$ cat src/rtl/pmsd_pkg.sv
// Package for the partition maximum-sum prefix engine.
// Holds shared widths, the default part-length limit and the cell control struct.
// No dependencies.
package pmsd_pkg;

   localparam int DEF_MAX_PART_LEN = 16;
   localparam int VALUE_W          = 30;
   localparam int SUM_W            = 48;
   localparam int CFG_W            = 5;
   localparam logic [CFG_W-1:0] CFG_RESET = CFG_W'(1);

   typedef struct packed {
      logic accept;
      logic fresh;
      logic calc;
      logic commit;
      logic clear;
   } cell_ctl_type;

endpackage

$ cat src/rtl/pmsd_max_tree.sv
// Balanced comparison tree that picks the largest candidate of the cell row.
// Depends on pmsd_pkg.
module pmsd_max_tree #(
   parameter int MAX_PART_LEN = pmsd_pkg::DEF_MAX_PART_LEN
) (
   input  logic [MAX_PART_LEN-1:0][pmsd_pkg::SUM_W-1:0] cands,
   output logic [pmsd_pkg::SUM_W-1:0]                   best
);

   localparam int LEVELS = $clog2(MAX_PART_LEN);
   localparam int LEAVES = 1 << LEVELS;

   logic [pmsd_pkg::SUM_W-1:0] node [2*LEAVES-1];

   genvar i;
   generate
      for (i = 0; i < LEAVES; i++) begin : g_leaf
         if (i < MAX_PART_LEN) begin : g_used
            assign node[LEAVES-1+i] = cands[i];
         end else begin : g_pad
            assign node[LEAVES-1+i] = '0;
         end
      end
      for (i = 0; i < LEAVES - 1; i++) begin : g_node
         assign node[i] = (node[2*i+1] > node[2*i+2]) ? node[2*i+1] : node[2*i+2];
      end
   endgenerate

   assign best = node[0];

endmodule
$ cat config.mk
export PLATFORM = sky130hd
export DESIGN_NAME = pmsd_max_tree
export DESIGN_NICKNAME = d
export VERILOG_FILES = /design/src/rtl/pmsd_pkg.sv /design/src/rtl/pmsd_max_tree.sv
export SDC_FILE = /design/constraint.sdc
export NUM_CORES = 2
export LEC_CHECK = 0
export BUFFER_PORTS_ARGS = -buffer_cell sky130_fd_sc_hd__buf_2
export CORE_AREA = 2 2 314 316
export DETAILED_ROUTE_END_ITERATION = 10
export DIE_AREA = 0 0 316 318
export PLACE_DENSITY = 0.55
export SYNTH_ARGS = -nofsm -noshare
export SYNTH_HDL_FRONTEND = slang
export SYNTH_SLANG_ARGS = --single-unit
export TNS_END_PERCENT = 50
$ cat constraint.sdc
create_clock -name vclk -period 31
set_input_delay 1.55 -clock vclk [all_inputs]
set_output_delay 1.55 -clock vclk [all_outputs]
set_load 0.02 [all_outputs]
; ---- Yosys cells after proc, flatten, opt, wreduce, memory -nomap -nowiden
; Cells that the tools add are included.
; W data, S select, Z words.
[word_totals]
regBits = 0
latch_bits = 0
mem_bits_rw = 0
mem_bits_ro = 0
in_bits = 768
output_inout_bits = 48
word_cells = 30
n_memories = 0
[classes]
n_addsub = 0
multipliers = 0
n_div = 0
magnitude_cmp = 15
n_eq_ne = 0
shifts = 0
n_mux = 15
bitwise = 0
n_reduce_logical = 0
[op_table]
columns = operator, n
row1 = $gt A48 B48 Y1, 15
row2 = $mux W48, 15

; ---- Longest topological paths before layout
[logic_depth]
word_depth = 8
depth_mapped = 62
mapped_depth_nobuf = 53

; ---- Worst setup path before layout
; No wires, ideal clock.
[synth_timing]
kind = in2out
start = input cands[377] in the netlist's numbering
end = output best[13] in the netlist's numbering
arrival_ns = 12.112
required_ns = 29.450
slack_ns = 17.338
cell_stages = 60
path_buffers = 9
cell_sequence = inv_1 -> ha_1 -> a21o_1 -> a221o_1 -> a221oi_1 -> o211ai_1 -> a211oi_2 -> nor2_1 -> clkbuf_1 -> clkbuf_1 -> nor2_1 -> a21oi_1 -> ha_1 -> nand4_1 -> nor2_1 -> nand2_1 -> or3_2 -> inv_1 -> [... 24 more ...] -> o21ai_0 -> ha_1 -> a21o_1 -> a21o_1 -> a21o_1 -> a21oi_1 -> nor2b_1 -> o21ai_0 -> nand2b_1 -> a21oi_1 -> o31ai_1 -> a211oi_1 -> a21oi_1 -> clkbuf_1 -> clkbuf_1 -> nand2_1 -> mux2i_1 -> a221oi_1
[synth_via]
elab_chain_cells = 8
[synth_lines]
columns = element, line_no
row1 = "start, declared", pmsd_max_tree.sv:6  ; input logic [MAX_PART_LEN-1:0][pmsd_pkg::SUM_W-1:0] cands,
row2 = $gt A48 B48 Y1, pmsd_max_tree.sv:25  ; assign node[i] = (node[2*i+1] > node[2*i+2]) ? node[2*i+1] : node[2*i+2];
row3 = $mux W48 (*), pmsd_max_tree.sv:25
row4 = $gt A48 B48 Y1, pmsd_max_tree.sv:25
row5 = $mux W48 (*), pmsd_max_tree.sv:25
row6 = $gt A48 B48 Y1, pmsd_max_tree.sv:25
row7 = $mux W48 (*), pmsd_max_tree.sv:25
row8 = $gt A48 B48 Y1, pmsd_max_tree.sv:25
row9 = $mux W48 (*), pmsd_max_tree.sv:25
row10 = "end, declared", pmsd_max_tree.sv:7  ; output logic [pmsd_pkg::SUM_W-1:0] best
; Every way passes the cells marked *; elsewhere a longest branch is shown, timed or not.

; ---- Worst setup path after layout
[layout_timing]
start = input cands[375] in the netlist's numbering
end = output best[28] in the netlist's numbering
; Same word-level chain as after synthesis.

==> results.sh <==
export IMPL_grt_overflow_total=0
export IMPL_timing_final_crit_share_pct=56.1
export IMPL_grt_max_degree=97
export IMPL_dr_pass1_iters=5
export IMPL_status="finished with violations"
export IMPL_syn_area_um2=26800
export IMPL_path_max_fanout=93
export IMPL_start_util_pct=27.5
export IMPL_synth_compound_area_share_pct=24.4
export IMPL_ys_seq_area_share_pct=0
export IMPL_die_x_um=316
export IMPL_leakage_uw=0.0186
export IMPL_fp_dieH_um=318
export IMPL_setup_viol=0
export IMPL_holdBufCountCts=0
export IMPL_regArea_um2=0
export IMPL_cpMostUsedCell="o21ai_0"
export IMPL_route_detailed_vias_per_inst=5.10
export IMPL_worstSetupEndpointType="primary output"
export IMPL_cpMaxStageDelayCell="nor2_4"
export IMPL_cts_resized=0
export IMPL_peakVddDrop_v=0.0000995
export IMPL_syn_num_nets=5400
export IMPL_synth_top_family_by_area="adder cells"
export IMPL_dieArea_um2=100000
export IMPL_synth_top_area_share_pct=33.4
export IMPL_rows=115
export IMPL_worstMarginPinSlew_ns=1.46
export IMPL_io_buffer_count=816
export IMPL_cap_violations=1
export IMPL_dp_hpwl_um=118000
export IMPL_relSlewSlack_pct=1.61
export IMPL_setup_ws_ns=13.60
export IMPL_synth_common_cells="ha_1, inv_1, a21oi_1, nor2_1, nand2_1"
export IMPL_min_from="cands[390]"
export IMPL_dr_first_iter_drc_count=1908
export IMPL_place_congestion=0.960
export IMPL_worstPathArrival_ns=15.85
export IMPL_synthAdderAreaFrac_pct=33.4
export IMPL_synth_simple_area_share_pct=18.5
export IMPL_ys_warn_count=0
export IMPL_wire_per_inst_um=21.8
export IMPL_num_vias=30200
export IMPL_grt_pass1_vias=29600
export IMPL_drt_total_wl_um=129000
export IMPL_post_cts_setup_buffers=0
export IMPL_crit_path_max_incr_delay_ns=0.85
export IMPL_min_to="best[6]"
export IMPL_synthXorXnorAreaFrac_pct=0.0326
export IMPL_io_pins=816
export IMPL_nClkBuffers=0
export IMPL_synth_distinct_cells=87
export IMPL_start_kind="input pin"
export IMPL_yosysTopAreaCell="ha_1"
export IMPL_report_final_slew_viol_count=0
export IMPL_synthCells=3916
export IMPL_synthTopCellsByArea="ha_1, mux2i_1, inv_1"
export IMPL_setup_tns_ns=0
export IMPL_dp_slack_ns=13.50
export IMPL_yosysMostFrequentCell="ha_1"
export IMPL_max_freq_ghz=0.0575
export IMPL_synthMuxAreaShare_pct=11.9
export IMPL_hold_violations=0
export IMPL_hold_path_class="input pin to primary output"
export IMPL_syn_area_per_cell_um2=6.85
export IMPL_path_class="input pin to primary output"
export IMPL_violations="max-capacitance violations"
export IMPL_required_ns=29.45
export IMPL_period_minus_slack_ns=17.40
export IMPL_final_util_pct=32.9
export IMPL_holdPathStages=6
export IMPL_area_delta_synth_final_pct=19.6
export IMPL_grtUsageTotal_pct=24.4
export IMPL_drc=0
export IMPL_drive_gt1_share_pct=20.5
export IMPL_fin_nets=6102
export IMPL_seq_cell_count=0
export IMPL_ant_nets=0
export IMPL_core_area_um2=97400
export IMPL_power_density_nw_per_um2=74.4
export IMPL_grt_pass1_wl_um=184000
export IMPL_antenna_found_initial=38
export IMPL_rsz0062_at_grt="no"
layout make-up:
type | instances | area, µm²
diodes | 20 | 50.0
fillers | 10800 | 65300
inverters | 639 | 2400
multi-input cells | 3137 | 23800
well taps | 1287 | 1610
repair buffers | 840 | 4260
logic make-up (layout without fill, tap and decap cells):
kind of cell	count (synthesis)	in the layout
compound gates	1078	1078
simple gates	1041	1041
buf+inv	779	1479
fa+ha+maj	717	717
mux	300	300
xor+xnor	1	1
other cells	0	20
per-stage QoR:
step                      hold WS, ns  power, µW  instance area [µm²]  cells
after global routing             4.02       2640                32100   5922
final                            3.94       2390                32100   5923
after detailed placement         3.96       2380                32000   5903
after global placement           3.96       2370                32000   5903
after CTS                        3.96       2390                32000   5903
after floorplan                  3.52       1610                26800   3916
metal layers:
metal  GRT usage [%]  vias to the layer above  routed length (µm)
li1                -                    15300                   -
met1            30.6                    13800               55900
met2            42.9                      914               61600
met3            3.86                      164                7700
met4            6.53                        8                3700
met5               0                        -                  52
report_power, final:
group          leakage, µW  switching [µW]  total, µW  internal (µW)
sequential               0               0          0              0
combinational       0.0186            1550       2390            835
clock          0.000000127               0  0.0000867      0.0000866
total               0.0186            1550       2390            835
worst max-delay path by stage:
stage,startpoint,slack (ns),endpoint,cells after the start
6_report,cands[375],13.60,best[28],57
5_1_grt,cands[375],12.19,best[18],58
4_1_cts,cands[375],13.49,best[18],58
3_5_place_dp,cands[375],13.50,best[18],58
3_3_place_gp,cands[375],13.73,best[18],57
2_1_floorplan,cands[377],17.34,best[13],60
worst max-delay path: cells and delay by family:
| family | cells | cell delay [ns] |
|---|---|---|
| simple gates | 16 | 2.83 |
| compound gates | 29 | 7.06 |
| fa+ha+maj | 4 | 1.35 |
| buf+inv | 8 | 2.88 |
layout by cell type, fill, tap and decap left out, types with 5 or more instances in the layout:
cell type	count
buf_2	816
ha_1	716
inv_1	639
a21oi_1	470
nor2_1	353
nand2_1	272
mux2i_1	248
o21ai_0	230
nand4_1	138
a21o_1	128
nand2b_1	61
a221oi_1	55
nand3_1	49
nor2b_1	44
o21a_1	38
mux2_4	30
nor3_1	24
buf_4	24
o21ai_1	23
a211oi_1	22
nor4_1	21
diode_2	20
mux2_1	17
and4_1	16
o211ai_1	16
a221o_1	9
a221oi_2	9
o31ai_1	8
or2_2	8
and3_1	8
a31oi_1	8
or2b_2	7
a211o_1	5
nor3b_1	5
mux2_2	5
(Power assumes the default switching activity.)
