### config.mk
export PLATFORM = sky130hd
export DESIGN_NAME = pmsd_cell
export DESIGN_NICKNAME = d
export VERILOG_FILES = /design/src/rtl/pmsd_pkg.sv /design/src/rtl/pmsd_cell.sv
export SDC_FILE = /design/constraint.sdc
export NUM_CORES = 1
export LEC_CHECK = 0
export BUFFER_PORTS_ARGS = -buffer_cell sky130_fd_sc_hd__buf_4
export CAP_MARGIN = 20
export CORE_AREA = 3 3 125 127
export DETAILED_ROUTE_END_ITERATION = 12
export DIE_AREA = 0 0 128 130
export MAX_ROUTING_LAYER = met4
export PLACE_DENSITY = 0.84
export SYNTH_ARGS = -nofsm -noshare
export SYNTH_HDL_FRONTEND = slang
export SYNTH_SLANG_ARGS = --single-unit
### constraint.sdc
create_clock -name clock -period 3.7 [get_ports clock]
set_input_delay 0 -clock clock [delete_from_list [all_inputs] [get_ports clock]]
set_output_delay 0 -clock clock [all_outputs]
set_load 0.03 [all_outputs]
### src/rtl/pmsd_pkg.sv
// Package for the partition maximum-sum prefix engine.
// Holds shared widths, the default part-length limit and the cell control struct.
// No dependencies.
package pmsd_pkg;

   localparam int DEF_MAX_PART_LEN = 16;
   localparam int VALUE_W          = 30;
   localparam int SUM_W            = 48;
   localparam int CFG_W            = 5;
   localparam logic [CFG_W-1:0] CFG_RESET = CFG_W'(1);

   typedef struct packed {
      logic accept;
      logic fresh;
      logic calc;
      logic commit;
      logic clear;
   } cell_ctl_type;

endpackage

### src/rtl/pmsd_cell.sv
// One cell of the window chain: trailing window maximum, one prefix total, one candidate.
// Depends on pmsd_pkg.
module pmsd_cell #(
   parameter int MAX_PART_LEN = pmsd_pkg::DEF_MAX_PART_LEN,
   parameter int INDEX        = 0
) (
   input  logic                                clock,
   input  logic                                reset,
   input  pmsd_pkg::cell_ctl_type              ctl,
   input  logic                                enable,
   input  logic [pmsd_pkg::VALUE_W-1:0]        value,
   input  logic [pmsd_pkg::VALUE_W-1:0]        prev_win,
   input  logic [pmsd_pkg::SUM_W-1:0]          prev_hist,
   output logic [pmsd_pkg::VALUE_W-1:0]        win,
   output logic [pmsd_pkg::SUM_W-1:0]          hist,
   output logic [pmsd_pkg::SUM_W-1:0]          cand
);

   localparam int LEN_W  = $clog2(MAX_PART_LEN + 1);
   localparam int PROD_W = pmsd_pkg::VALUE_W + LEN_W;
   localparam logic [LEN_W-1:0] PART_LEN = LEN_W'(INDEX + 1);

   logic [pmsd_pkg::VALUE_W-1:0] win_ff, win_in;
   logic [pmsd_pkg::SUM_W-1:0]   hist_ff, hist_in;
   logic [pmsd_pkg::SUM_W-1:0]   cand_ff, cand_in;
   logic [PROD_W-1:0]            prod;
   logic [pmsd_pkg::SUM_W:0]     sum;

   always_comb begin
      win_in = win_ff;
      if (ctl.accept) begin
         if (ctl.fresh || (value > prev_win)) begin
            win_in = value;
         end else begin
            win_in = prev_win;
         end
      end else if (ctl.clear) begin
         win_in = '0;
      end
   end

   always_comb begin
      hist_in = hist_ff;
      if (ctl.commit) begin
         hist_in = ctl.clear ? '0 : prev_hist;
      end
   end

   always_comb begin
      prod    = PROD_W'(win_ff) * PROD_W'(PART_LEN);
      sum     = {1'b0, hist_ff} + (pmsd_pkg::SUM_W + 1)'(prod);
      cand_in = cand_ff;
      if (ctl.calc) begin
         if (!enable) begin
            cand_in = '0;
         end else if (sum[pmsd_pkg::SUM_W]) begin
            cand_in = '1;
         end else begin
            cand_in = sum[pmsd_pkg::SUM_W-1:0];
         end
      end
   end

   always_ff @(posedge clock) begin
      if (reset) begin
         win_ff  <= '0;
         hist_ff <= '0;
      end else begin
         win_ff  <= win_in;
         hist_ff <= hist_in;
      end
      cand_ff <= cand_in;
   end

   assign win  = win_ff;
   assign hist = hist_ff;
   assign cand = cand_ff;

endmodule

After elaboration in Yosys (flattened, before gate mapping). Index checks and enable logic that the tools add are counted.

Add/subtract/negate cells: 1. Multiply operators: 0. Div/mod/pow operators: 0. Order comparisons: 1. Equal/unequal tests: 0. Shift operators: 0. Muxes and demuxes: 5. Bitwise gates (word level): 0. Reduce and logical (&&, ||, !) cells: 2.

Operators by type and width (count): two-way mux 48 bit (2); two-way mux 30 bit (3); adder 48 x 30 -> 49 bit (1); greater-than comparator 30 bit (1); nonzero test 2 bit (1); logical OR 1 bit (1).

Flip-flop bits (word level): 126. Latch bits: 0. Bits in writable memories: 0. ROM bits: 0. Bits of input ports: 116. Output and inout bits: 126. Logic and storage cells: 12. Memories: 0.

Depth between registers and ports, before layout. Gate-level depths: netlist (run 1).

Word-level depth: 4. Depth in mapped cells: 11. Gate-level depth less buffers: 10.

Least setup slack after synthesis (run 1). OpenSTA, ideal clock, no wires.

Path type: register to register. Start: register win_ff (netlist bit win[0]). End: register cand_ff (netlist bit cand[32]), data pin. Setup time: 0.271 ns. Arrival: 2.528 ns. Required time: 3.429 ns. Path slack: 0.901 ns. Stages on the path, launching flop included: 11. Buffers on the path: 0. Clock period less this slack: 2.799 ns. Path through: dfxtp_1 ha_1 fa_1 a211oi_2 o211ai_2 a211oi_1 o21bai_1 o22ai_2 o21ai_1 a2111oi_2 o22ai_1.

Cells in the longest elaborated chain, start to end: 2.

Ends and longest elaborated chain: start, declared (line pmsd_cell.sv:23) `logic [pmsd_pkg::VALUE_W-1:0] win_ff, win_in;`; start signal, assigned (line pmsd_cell.sv:69) `win_ff <= win_in;`; adder 48 x 30 -> 49 bit (line pmsd_cell.sv:51) `sum = {1'b0, hist_ff} + (pmsd_pkg::SUM_W + 1)'(prod);`; two-way mux 48 bit (line pmsd_cell.sv:56) `end else if (sum[pmsd_pkg::SUM_W]) begin`; end signal, assigned (line pmsd_cell.sv:72) `cand_ff <= cand_in;`; end, declared (line pmsd_cell.sv:25) `logic [pmsd_pkg::SUM_W-1:0] cand_ff, cand_in;`.

Every way passes these cells. A chain may end at the register's enable or synchronous reset.

Final worst setup path (run 1).
Start: input port value[21] (netlist name). End: register win_ff (netlist bit win[14]).

Cells in the longest elaborated chain, start to end: 4.

Ends and longest elaborated chain: start, declared (line pmsd_cell.sv:11) `input logic [pmsd_pkg::VALUE_W-1:0] value,`; greater-than comparator 30 bit (line pmsd_cell.sv:32) `if (ctl.fresh || (value > prev_win)) begin`; logical OR 1 bit (line pmsd_cell.sv:32); two-way mux 30 bit (line pmsd_cell.sv:32); two-way mux 30 bit (line pmsd_cell.sv:31) `if (ctl.accept) begin`.

Every way passes these cells.

==> run_results.csv, run 1 <==
group,metric,value,unit
power_and_ir_drop,powerDensity,380.9,nW/um^2
setup_path,end_kind,"flop",
placed_design,port_buffers,241,
floorplanning,io_pins,242,
setup_path,path_max_fanout,18,
synthesis,yosys_register_bits,126,
floorplanning,core_area,14530,sq um
setup_path,start_kind,"primary input",
synthesis,avgSynthCellArea,9.021,sq um
finish,diodes,0,
setup_path,path_cells,"dlygate4sd3_1 > buf_4 > ha_1 > nand4_1 > or2_2 > o221ai_1 > a211oi_1 > nor2_4 > buf_12 > mux2i_1 > dlygate4sd3_1 > o21ai_0",
placed_design,dp.cells,1226,
min_path,min_path_type,"in2reg",
global_routing,antenna_found_initial,0,
power_and_ir_drop,power_frac_comb,22.6,%
synthesis,syn_area,7551,sq um
synthesis,synthArstFlopShare,0,%
setup_path,required,3990,ps
setup_path,cpLargestDelayFamily,"buffers and inverters",
cts,root_buffer,"clkbuf_16",
floorplanning,die_h,130,um
setup_path,critPathMaxStageDelay,610,ps
setup_path,criticalPathCategory,"in2reg",
finish,post_layout_nonfiller_instances,1368,
power_and_ir_drop,intPower,3.104,mW
floorplanning,start_util,51.95,%
synthesis,ys_types,73,
finish,drive_gt1_share,25.00,%
setup_path,crit_path_frequent_cell,"dlygate4sd3_1",
power_and_ir_drop,p_sw,1.169,mW
synthesis,synth-warning-count,0,
timing,tns,0,ps
floorplanning,die_w,128,um
setup_path,worst-path-buf-inv,4,
timing,fin_ws,418.5,ps
finish,area_delta_synth_final,48.57,%
detailed_routing,remaining_drc_errors,0,
detailed_routing,routedWlPerCell,18.90,um
synthesis,yosys.area.top_type,"dfxtp_1",
placed_design,detailed_place.area,9504,sq um
timing,post-route-min-period,3282,ps
placed_design,dpl.hpwl,16910,um
synthesis,synth_edf_count,48,
setup_path,r2r_cells,10,
synthesis,synthTopCellsByArea,"dfxtp_1 (21%), edfxtp_1 (19%), ha_1 (9.9%), a21oi_1 (8.4%), mux2i_1 (4.1%)",
finish,num-nets-final,1349,
status,status,"complete, no violations",
global_routing,grt-ovfl-total,0,
setup_path,r2r_setup_slack,680,ps
detailed_routing,drtIter0Drc,648,
power_and_ir_drop,leakage,5.165,nW
cts,clock-sinks,126,
detailed_routing,firstDrtPassIters,5,
min_path,whs_path_depth,3,
job,drv_cap,0,
synthesis,synth_seq_area_share,39.77,%
min_path,min_from,"ctl[4]",
setup_path,cp_data_arrival_time,3570,ps
finish,post-route-util,77.19,%
cts,clkLatencyLatePin,420,ps
global_routing,grt_pass1_wl,40010,um
timing,fin_crit_sh,88.69,%
timing,hold_viol,0,
setup_path,r2r-start,"win[0]$_SDFFE_PP0P_",
timing,fmax,304.7,MHz
timing,slew_headroom,48.32,%
global_routing,track_usage,31.21,%
timing,setup_violations,0,
power_and_ir_drop,p_seq_share,37.0,%
synthesis,synthCells,837,
cts,cts.path.max_buffers,2,
timing,worst_pin_slew,774.0,ps
cts,cts_tree,"built",
setup_path,crit_path_top_delay_cell,"dlygate4sd3_1",
power_and_ir_drop,vdd.ir_drop.worst,0.3555,mV
cts,post_cts_buffers,0,
global_routing,first_global_vias,7783,
setup_path,r2r-end,"cand[32]$_SDFFCE_PN0P_",
global_routing,grt_max_degree,51,
placed_design,place_ws,711.9,ps
detailed_routing,ant_nets,0,
synthesis,synth_top_area_share,20.68,%
cts,clk_pin_slew,60,ps
finish,fillCellCount,948,
power_and_ir_drop,swShare,27.36,%
detailed_routing,vias_per_cell,5.772,
floorplanning,row_count,44,
timing,finClkSkew,10.15,ps
synthesis,synth_ff_type,"dfxtp_1",
finish,fin_area,11220,sq um
floorplanning,die_area,16640,sq um
detailed_routing,drt_wl_total,25860,um
placed_design,gp_congestion,0.9330,
cts,htreeDepth,4,
timing,rsz0062_at_grt,"false",
cts,cts_inserted_buffers,17,
min_path,hold_path_end,"win[1]$_SDFFE_PP0P_",
timing,final-max-slew-violation-count,0,
power_and_ir_drop,p_clk_share,40.4,%
detailed_routing,vias,7896,
synthesis,syn-num-nets,1014,
timing repair:
action,in CTS,in global routing
endpoints found under the hold margin,82,0
endpoints found under the setup margin,0,0
hold buffers,110,0
gates resized for setup,0,0
cells by family (layout without fill, tap and decap cells):
logic type | Yosys count | in the layout | synth area share, %
xor gates and xnor gates | 32 | 32 | 3.712
muxes | 31 | 31 | 4.109
buffers and inverters | 78 | 425 | 4.291
AOI/OAI and AO/OA | 252 | 252 | 20.48
DFF | 126 | 126 | 39.77
and+or+nand+nor | 257 | 257 | 17.43
adders and majority gates | 61 | 61 | 10.21
area by class of cell:
type	count	area, sq um	area share [%]
clock buffer	23	457.9	4.082
clock inverter	8	140.1	1.249
inverter	38	142.6	1.271
multi-input combinational	633	4244	37.83
sequential	126	3003	26.77
tap	184	230.2	2.052
timing repair buffer	356	3000	26.75
synthesized netlist by cell type, types with 3 or more instances:
| master | number |
|---|---|
| buf_2 | 9 |
| o21ai_0 | 46 |
| o21a_1 | 5 |
| xor2_1 | 12 |
| a311oi_1 | 5 |
| dfxtp_1 | 78 |
| o211ai_1 | 4 |
| a31oi_1 | 4 |
| a211oi_1 | 3 |
| inv_1 | 37 |
| a2bb2oi_1 | 3 |
| nand4_1 | 11 |
| mux2i_1 | 31 |
| o21ai_1 | 6 |
| nor2b_1 | 48 |
| xnor2_1 | 20 |
| nand3_1 | 11 |
| clkbuf_1 | 25 |
| a41oi_1 | 4 |
| nor3_1 | 9 |
| and3_1 | 13 |
| and2_1 | 4 |
| ha_1 | 60 |
| edfxtp_1 | 48 |
| and4_1 | 3 |
| o21bai_1 | 3 |
| nand2b_1 | 4 |
| a21oi_1 | 127 |
| nor2_1 | 74 |
| a21o_1 | 21 |
| nand2_1 | 62 |
power groups by stage:
stage / Combinational (mW) / Sequential [mW] / Clock (mW)
floorplan: 0.326 / 1.74 / 0
global placement: 0.792 / 1.60 / 0
detailed placement: 0.805 / 1.61 / 0
CTS: 0.932 / 1.58 / 1.73
global route: 1.03 / 1.59 / 1.79
finish: 0.965 / 1.58 / 1.73
cells in the final DEF (no fill, tap or decap), types with 5 or more instances in the layout:
master	netlist	final
nand4_1	11	11
a21o_1	21	21
dlygate4sd3_1	0	110
nor3_1	9	8
dfxtp_1	78	78
ha_1	60	60
xnor2_1	20	20
nor2_1	74	73
nor2b_1	48	47
clkbuf_1	25	5
nand2_1	62	62
buf_4	1	242
nand3_1	11	11
o21a_1	5	5
a21oi_1	127	127
mux2i_1	31	31
xor2_1	12	12
and3_1	13	13
o21ai_1	6	6
a311oi_1	5	5
edfxtp_1	48	48
inv_1	37	37
o21ai_0	46	46
clkbuf_16	0	17
worst min-delay path, delay by kind of cell:
| kind | cells | cell delay (ps) |
|---|---|---|
| buf+inv | 1 | 100 |
| simple gates | 1 | 120 |
| compound gates | 1 | 170 |
stage by stage:
stage	power (mW)	hold WS, ps
after floorplan	2.068	112.5
after global placement	2.396	224.4
after detailed placement	2.411	233.5
after CTS	4.240	47.09
after global routing	4.407	35.19
final	4.273	3.285
registers in the layout (all words and copies together) (netlist names):
name and count:
hist 48, cand 48, win 30
worst max path at each step:
stage | startpoint | depth (start not counted) | slack [ps] | endpoint
after floorplan | win[0]$_SDFFE_PP0P_ | 10 | 900 | cand[32]$_SDFFCE_PN0P_
after global placement | win[0]$_SDFFE_PP0P_ | 10 | 850 | cand[32]$_SDFFCE_PN0P_
after detailed placement | win[0]$_SDFFE_PP0P_ | 10 | 710 | cand[32]$_SDFFCE_PN0P_
after CTS | value[21] | 12 | 580 | win[28]$_SDFFE_PP0P_
after global routing | value[21] | 12 | 310 | win[14]$_SDFFE_PP0P_
final | value[21] | 12 | 420 | win[14]$_SDFFE_PP0P_
routing by layer:
metal	routed length (um)	vias up	track usage (%)
met2	12630	453	53.17
met1	10290	3700	36.03
met5	0	-	-
met3	1989	75	6.304
met4	950	0	13.05
li1	-	3668	-
Note: power is estimated with default switching activity, not from simulation.
==> inputs of run 2 (changes only) <==
Settings changed: CORE_AREA 3 3 125 127 to 3 3 134 136, DIE_AREA 0 0 128 130 to 0 0 137 139, PLACE_DENSITY 0.84 to 0.79.
==> run 2 against run 1 <==
  * Clock skew increased by 1.1 ps
  * Fmax is 5.7% lower
  * Total power down 1.4%
  * Clock power fell by 3%
  * Register-to-register slack worse by 40 ps
  * Non-clock buffer count is the same
  * First-iteration DRC count shrank 48%
  * Highest routed layer unchanged
  * Hold slack better by 73 ps
  * Flip-flop and latch count unchanged
  * Largest power group unchanged
  * Final area hardly changed
  * Global-route usage decreased by 4.9 points
  * Utilization is 11 points lower
  * Critical path type unchanged
==> run_results.csv, run 2 (synthesis results as in run 1) <==
group,metric,value,unit
status,status,"complete, no violations",
global_routing,use_met3,6.023,%
setup_path,cp.depth,13,
timing,hold_viol,0,
timing,fin_crit_sh,94.03,%
placed_design,dp.cells,1267,
setup_path,cpLargestDelayFamily,"buffers and inverters",
cts,clk_pin_slew,50,ps
detailed_routing,remaining_drc_errors,0,
global_routing,antenna_found_initial,0,
floorplanning,die_area,19040,sq um
timing,finClkSkew,11.29,ps
timing,final-max-slew-violation-count,0,
cts,cts_tree,"built",
detailed_routing,ant_nets,0,
min_path,whs_path_depth,2,
setup_path,required,3990,ps
job,drv_cap,0,
setup_path,path_cells,"dlygate4sd3_1 > buf_4 > inv_1 > ha_1 > nand4_1 > or2_2 > o221ai_1 > a211oi_1 > nor2_4 > buf_4 > mux2i_1 > dlygate4sd3_1 > o21ai_0",
setup_path,cp_data_arrival_time,3770,ps
timing,worst_pin_slew,798.4,ps
detailed_routing,vias_per_cell,5.382,
global_routing,track_usage,26.27,%
global_routing,met1_usage,31.05,%
global_routing,grt_pass1_wl,38630,um
global_routing,grt_max_degree,51,
placed_design,port_buffers,241,
global_routing,grt-ovfl-total,0,
setup_path,r2r_cells,10,
setup_path,criticalPathCategory,"in2reg",
floorplanning,die_w,137,um
setup_path,start_kind,"primary input",
cts,cts.path.max_buffers,2,
floorplanning,die_h,139,um
setup_path,worst-path-buf-inv,5,
timing,tns,0,ps
timing,post-route-min-period,3479,ps
power_and_ir_drop,leakage,5.158,nW
min_path,min_path_type,"in2reg",
finish,final_cell_mix,"buf_4 (245), a21oi_1 (127), dlygate4sd3_1 (110)",
setup_path,critPathMaxStageDelay,580,ps
setup_path,end_kind,"flop",
timing,fmax,287.4,MHz
detailed_routing,vias,7588,
cts,htreeDepth,4,
detailed_routing,routedWlPerCell,17.76,um
cts,clkLatencyLatePin,420,ps
timing,setup_violations,0,
finish,diodes,0,
cts,clock-sinks,126,
floorplanning,start_util,44.27,%
setup_path,path_max_fanout,20,
cts,cts_inserted_buffers,17,
setup_path,crit_path_top_delay_cell,"dlygate4sd3_1",
floorplanning,row_count,48,
global_routing,use_met2,43.27,%
power_and_ir_drop,vdd.ir_drop.worst,0.2890,mV
timing,rsz0062_at_grt,"false",
finish,num-nets-final,1349,
floorplanning,core_area,17060,sq um
detailed_routing,drtIter0Drc,337,
global_routing,grt-busiest-layer,"met2",
detailed_routing,firstDrtPassIters,5,
finish,area_delta_synth_final,48.67,%
timing,slew_headroom,46.66,%
global_routing,first_global_vias,7699,
cts,root_buffer,"clkbuf_16",
placed_design,dpl.hpwl,16950,um
detailed_routing,drt_wl_total,25050,um
finish,drive_gt1_share,25.23,%
finish,final_common_cell,"buf_4",
finish,post_layout_nonfiller_instances,1410,
floorplanning,io_pins,242,
placed_design,gp_congestion,0.8977,
power_and_ir_drop,powerDensity,375.3,nW/um^2
run 2: cell count changes in the layout (fill, tap and decap cells not counted), sizes merged:
cell	previous run	this run
clkinvlp	1	0
bufinv	4	2
clkbuf	23	26
clkinv	3	4
run 2: cell type report:
class	instances	area (sq um)
tap	225	281.5
fill	1347	5831
sequential	126	3003
clock inverter	6	78.83
multi-input combinational	633	4244
clock buffer	26	520.5
inverter	38	142.6
timing repair buffer	356	2955
run 2: worst register-to-register path: stages (launching register included):
cell and delay (ps):
dfxtp_1 320, ha_1 230, fa_1 450, a211oi_2 300
o211ai_2 150, nand3_2 130, a21oi_4 70, o21a_1 310
nand2_1 350, buf_4 350, a21oi_1 120
run 2: final timing paths:
path,startpoint,endpoint,slack (ps)
max,prev_win[19],win[11]$_SDFFE_PP0P_,220
min,reset,hist[38]$_SDFFE_PP0P_,80
max reg2reg,win[0]$_SDFFE_PP0P_,cand[8]$_SDFFCE_PN0P_,640
min reg2reg,win[23]$_SDFFE_PP0P_,win[23]$_SDFFE_PP0P_,480
run 2: timing repair:
action	4_1_cts	5_1_grt
endpoints found under the hold margin	82	0
hold buffers	110	0
resized for setup	0	0
buffers inserted	0	0
run 2: per-layer routing:
layer	vias up	share of wire (%)
met4	0	2.8
met2	331	49
met5	-	0
li1	3675	-
met1	3529	41
met3	53	7.3
run 2: power by group:
group          internal, mW  switching, mW  total [mW]
sequential             1.52         0.0604        1.58
combinational         0.441          0.511       0.952
clock                  1.10          0.582        1.68
total                  3.06           1.15        4.21
run 2: per-stage QoR:
stage                     setup slack, ps  utilization [%]  hold WS (ps)  total power [mW]  area (sq um)
after detailed placement            652.2            55.76         231.7             2.409          9510
after global placement              733.6            55.76         223.9             2.399          9510
final                               220.8            65.82         76.01             4.213         11230
after floorplan                     900.8                -         112.5             2.068          7551
after CTS                           458.9            65.73         62.17             4.202         11210
after global routing                111.8            65.82         90.22             4.367         11230
==> inputs of run 3 (changes only) <==
Settings changed: PLACE_DENSITY 0.79 to 0.71, SKIP_LAST_GASP set to 1.
==> run 3 against run 2 <==
  * Flip-flop and latch count unchanged
  * Sequential share of layout area about the same
  * Final area about the same
  * Highest routed layer unchanged
  * First-iteration DRC count up 4.7%
  * Combinational power down 1%
==> run_results.csv, run 3 (synthesis results as in run 1) <==
group,metric,value,unit
cts,cts_resized,0,
cts,cts_inserted_buffers,17,
cts,clkLatencyLatePin,420,ps
timing,fin_crit_sh,88.23,%
power_and_ir_drop,powerDensity,370.4,nW/um^2
min_path,min_path_type,"in2reg",
power_and_ir_drop,finalPower,4.154,mW
global_routing,antenna_found_initial,0,
finish,final_common_cell,"buf_4",
setup_path,path_max_fanout,16,
finish,final_cell_mix,"buf_4 (248), a21oi_1 (127), dlygate4sd3_1 (110)",
setup_path,crit_path_top_delay_cell,"dlygate4sd3_1",
power_and_ir_drop,vdd.ir_drop.worst,0.3070,mV
detailed_routing,routedWlPerCell,16.93,um
status,status,"complete, no violations",
setup_path,required,3990,ps
timing,tns,0,ps
timing,slew_headroom,29.33,%
timing,final-max-slew-violation-count,0,
cts,cts_tree,"built",
timing,worst_pin_slew,1058,ps
finish,post-route-util,65.76,%
global_routing,grt_max_degree,51,
setup_path,start_kind,"primary input",
setup_path,end_kind,"flop",
detailed_routing,vias_per_cell,5.227,
cts,clock-sinks,126,
finish,fin_area,11220,sq um
global_routing,grt-ovfl-total,0,
setup_path,worst-path-buf-inv,5,
placed_design,dpl.hpwl,16750,um
global_routing,grt_pass1_wl,37730,um
timing,hold_viol,0,
detailed_routing,remaining_drc_errors,0,
floorplanning,row_count,48,
setup_path,path_cells,"dlygate4sd3_1 > buf_4 > inv_1 > ha_1 > and4_1 > a221oi_1 > o21ai_0 > a211oi_1 > nor2_4 > buf_4 > mux2i_1 > dlygate4sd3_1 > o21ai_0",
timing,rsz0062_at_grt,"false",
timing,finClkSkew,11.12,ps
placed_design,detailed_place.area,9533,sq um
floorplanning,die_area,19040,sq um
timing,whs,82.61,ps
cts,htreeDepth,4,
timing,post-route-min-period,3264,ps
timing,fmax,306.3,MHz
cts,root_buffer,"clkbuf_16",
floorplanning,die_h,139,um
setup_path,critPathMaxStageDelay,580,ps
floorplanning,io_pins,242,
finish,area_delta_synth_final,48.55,%
timing,setup_violations,0,
floorplanning,core_area,17060,sq um
detailed_routing,drtIter0Drc,353,
detailed_routing,vias,7380,
power_and_ir_drop,leakage,5.144,nW
detailed_routing,firstDrtPassIters,5,
floorplanning,start_util,44.27,%
global_routing,first_global_vias,7424,
detailed_routing,drt_wl_total,23910,um
placed_design,port_buffers,241,
finish,num-nets-final,1351,
finish,drive_gt1_share,25.61,%
cts,clk_pin_slew,60,ps
setup_path,cp_data_arrival_time,3550,ps
floorplanning,die_w,137,um
finish,diodes,0,
setup_path,cpLargestDelayFamily,"buffers and inverters",
job,drv_cap,0,
global_routing,track_usage,25.61,%
cts,cts.path.max_buffers,2,
setup_path,criticalPathCategory,"in2reg",
placed_design,gp_congestion,0.8613,
detailed_routing,ant_nets,0,
-- run 3: worst paths after layout --
path | startpoint | to | slack, ps | depth (start not counted)
min reg2reg | win[11]$_SDFFE_PP0P_ | win[11]$_SDFFE_PP0P_ | 490 | 2
min | reset | hist[42]$_SDFFE_PP0P_ | 80 | 2
max reg2reg | win[0]$_SDFFE_PP0P_ | cand[14]$_SDFFCE_PN0P_ | 710 | 10
max | prev_win[3] | win[23]$_SDFFE_PP0P_ | 440 | 13
-- run 3: area by class of cell --
type,instances,area (sq um)
inverters,38,142.6
flip-flops and latches,126,3003
fillers,1416,5839
well taps,225,281.5
clock buffers,19,442.9
repair buffers,358,2963
multi-input cells,633,4244
clock inverters,13,140.1
-- run 3: power by group --
| part | leakage, nW | switching [mW] | internal (mW) | total, mW |
|---|---|---|---|---|
| Sequential | 1.13 | 0.0603 | 1.52 | 1.58 |
| Clock | 0.277 | 0.625 | 1.01 | 1.63 |
| Combinational | 3.73 | 0.498 | 0.441 | 0.939 |
| Total | 5.14 | 1.18 | 2.97 | 4.15 |
-- run 3: timing repair --
item,in CTS,in global routing
hold buffers,110,0
hold endpoints to repair,82,0
setup buffers,0,0
-- run 3: metal layers --
| layer | part of all wire (%) | routed length, um | track usage (%) | vias to the layer above |
|---|---|---|---|---|
| met5 | 0 | 0 | - | - |
| met1 | 44 | 10450 | 31.91 | 3408 |
| met2 | 47 | 11330 | 41.39 | 255 |
| li1 | - | - | - | 3675 |
| met4 | 3.0 | 718 | 9.769 | 0 |
| met3 | 5.9 | 1406 | 4.390 | 42 |
-- run 3: through the flow --
stage	worst slack [ps]	instances
3_3_place_gp	781.8	1270
5_1_grt	280.4	1412
2_1_floorplan	900.8	837
4_1_cts	484.9	1412
6_report	435.6	1412
3_5_place_dp	734.3	1270
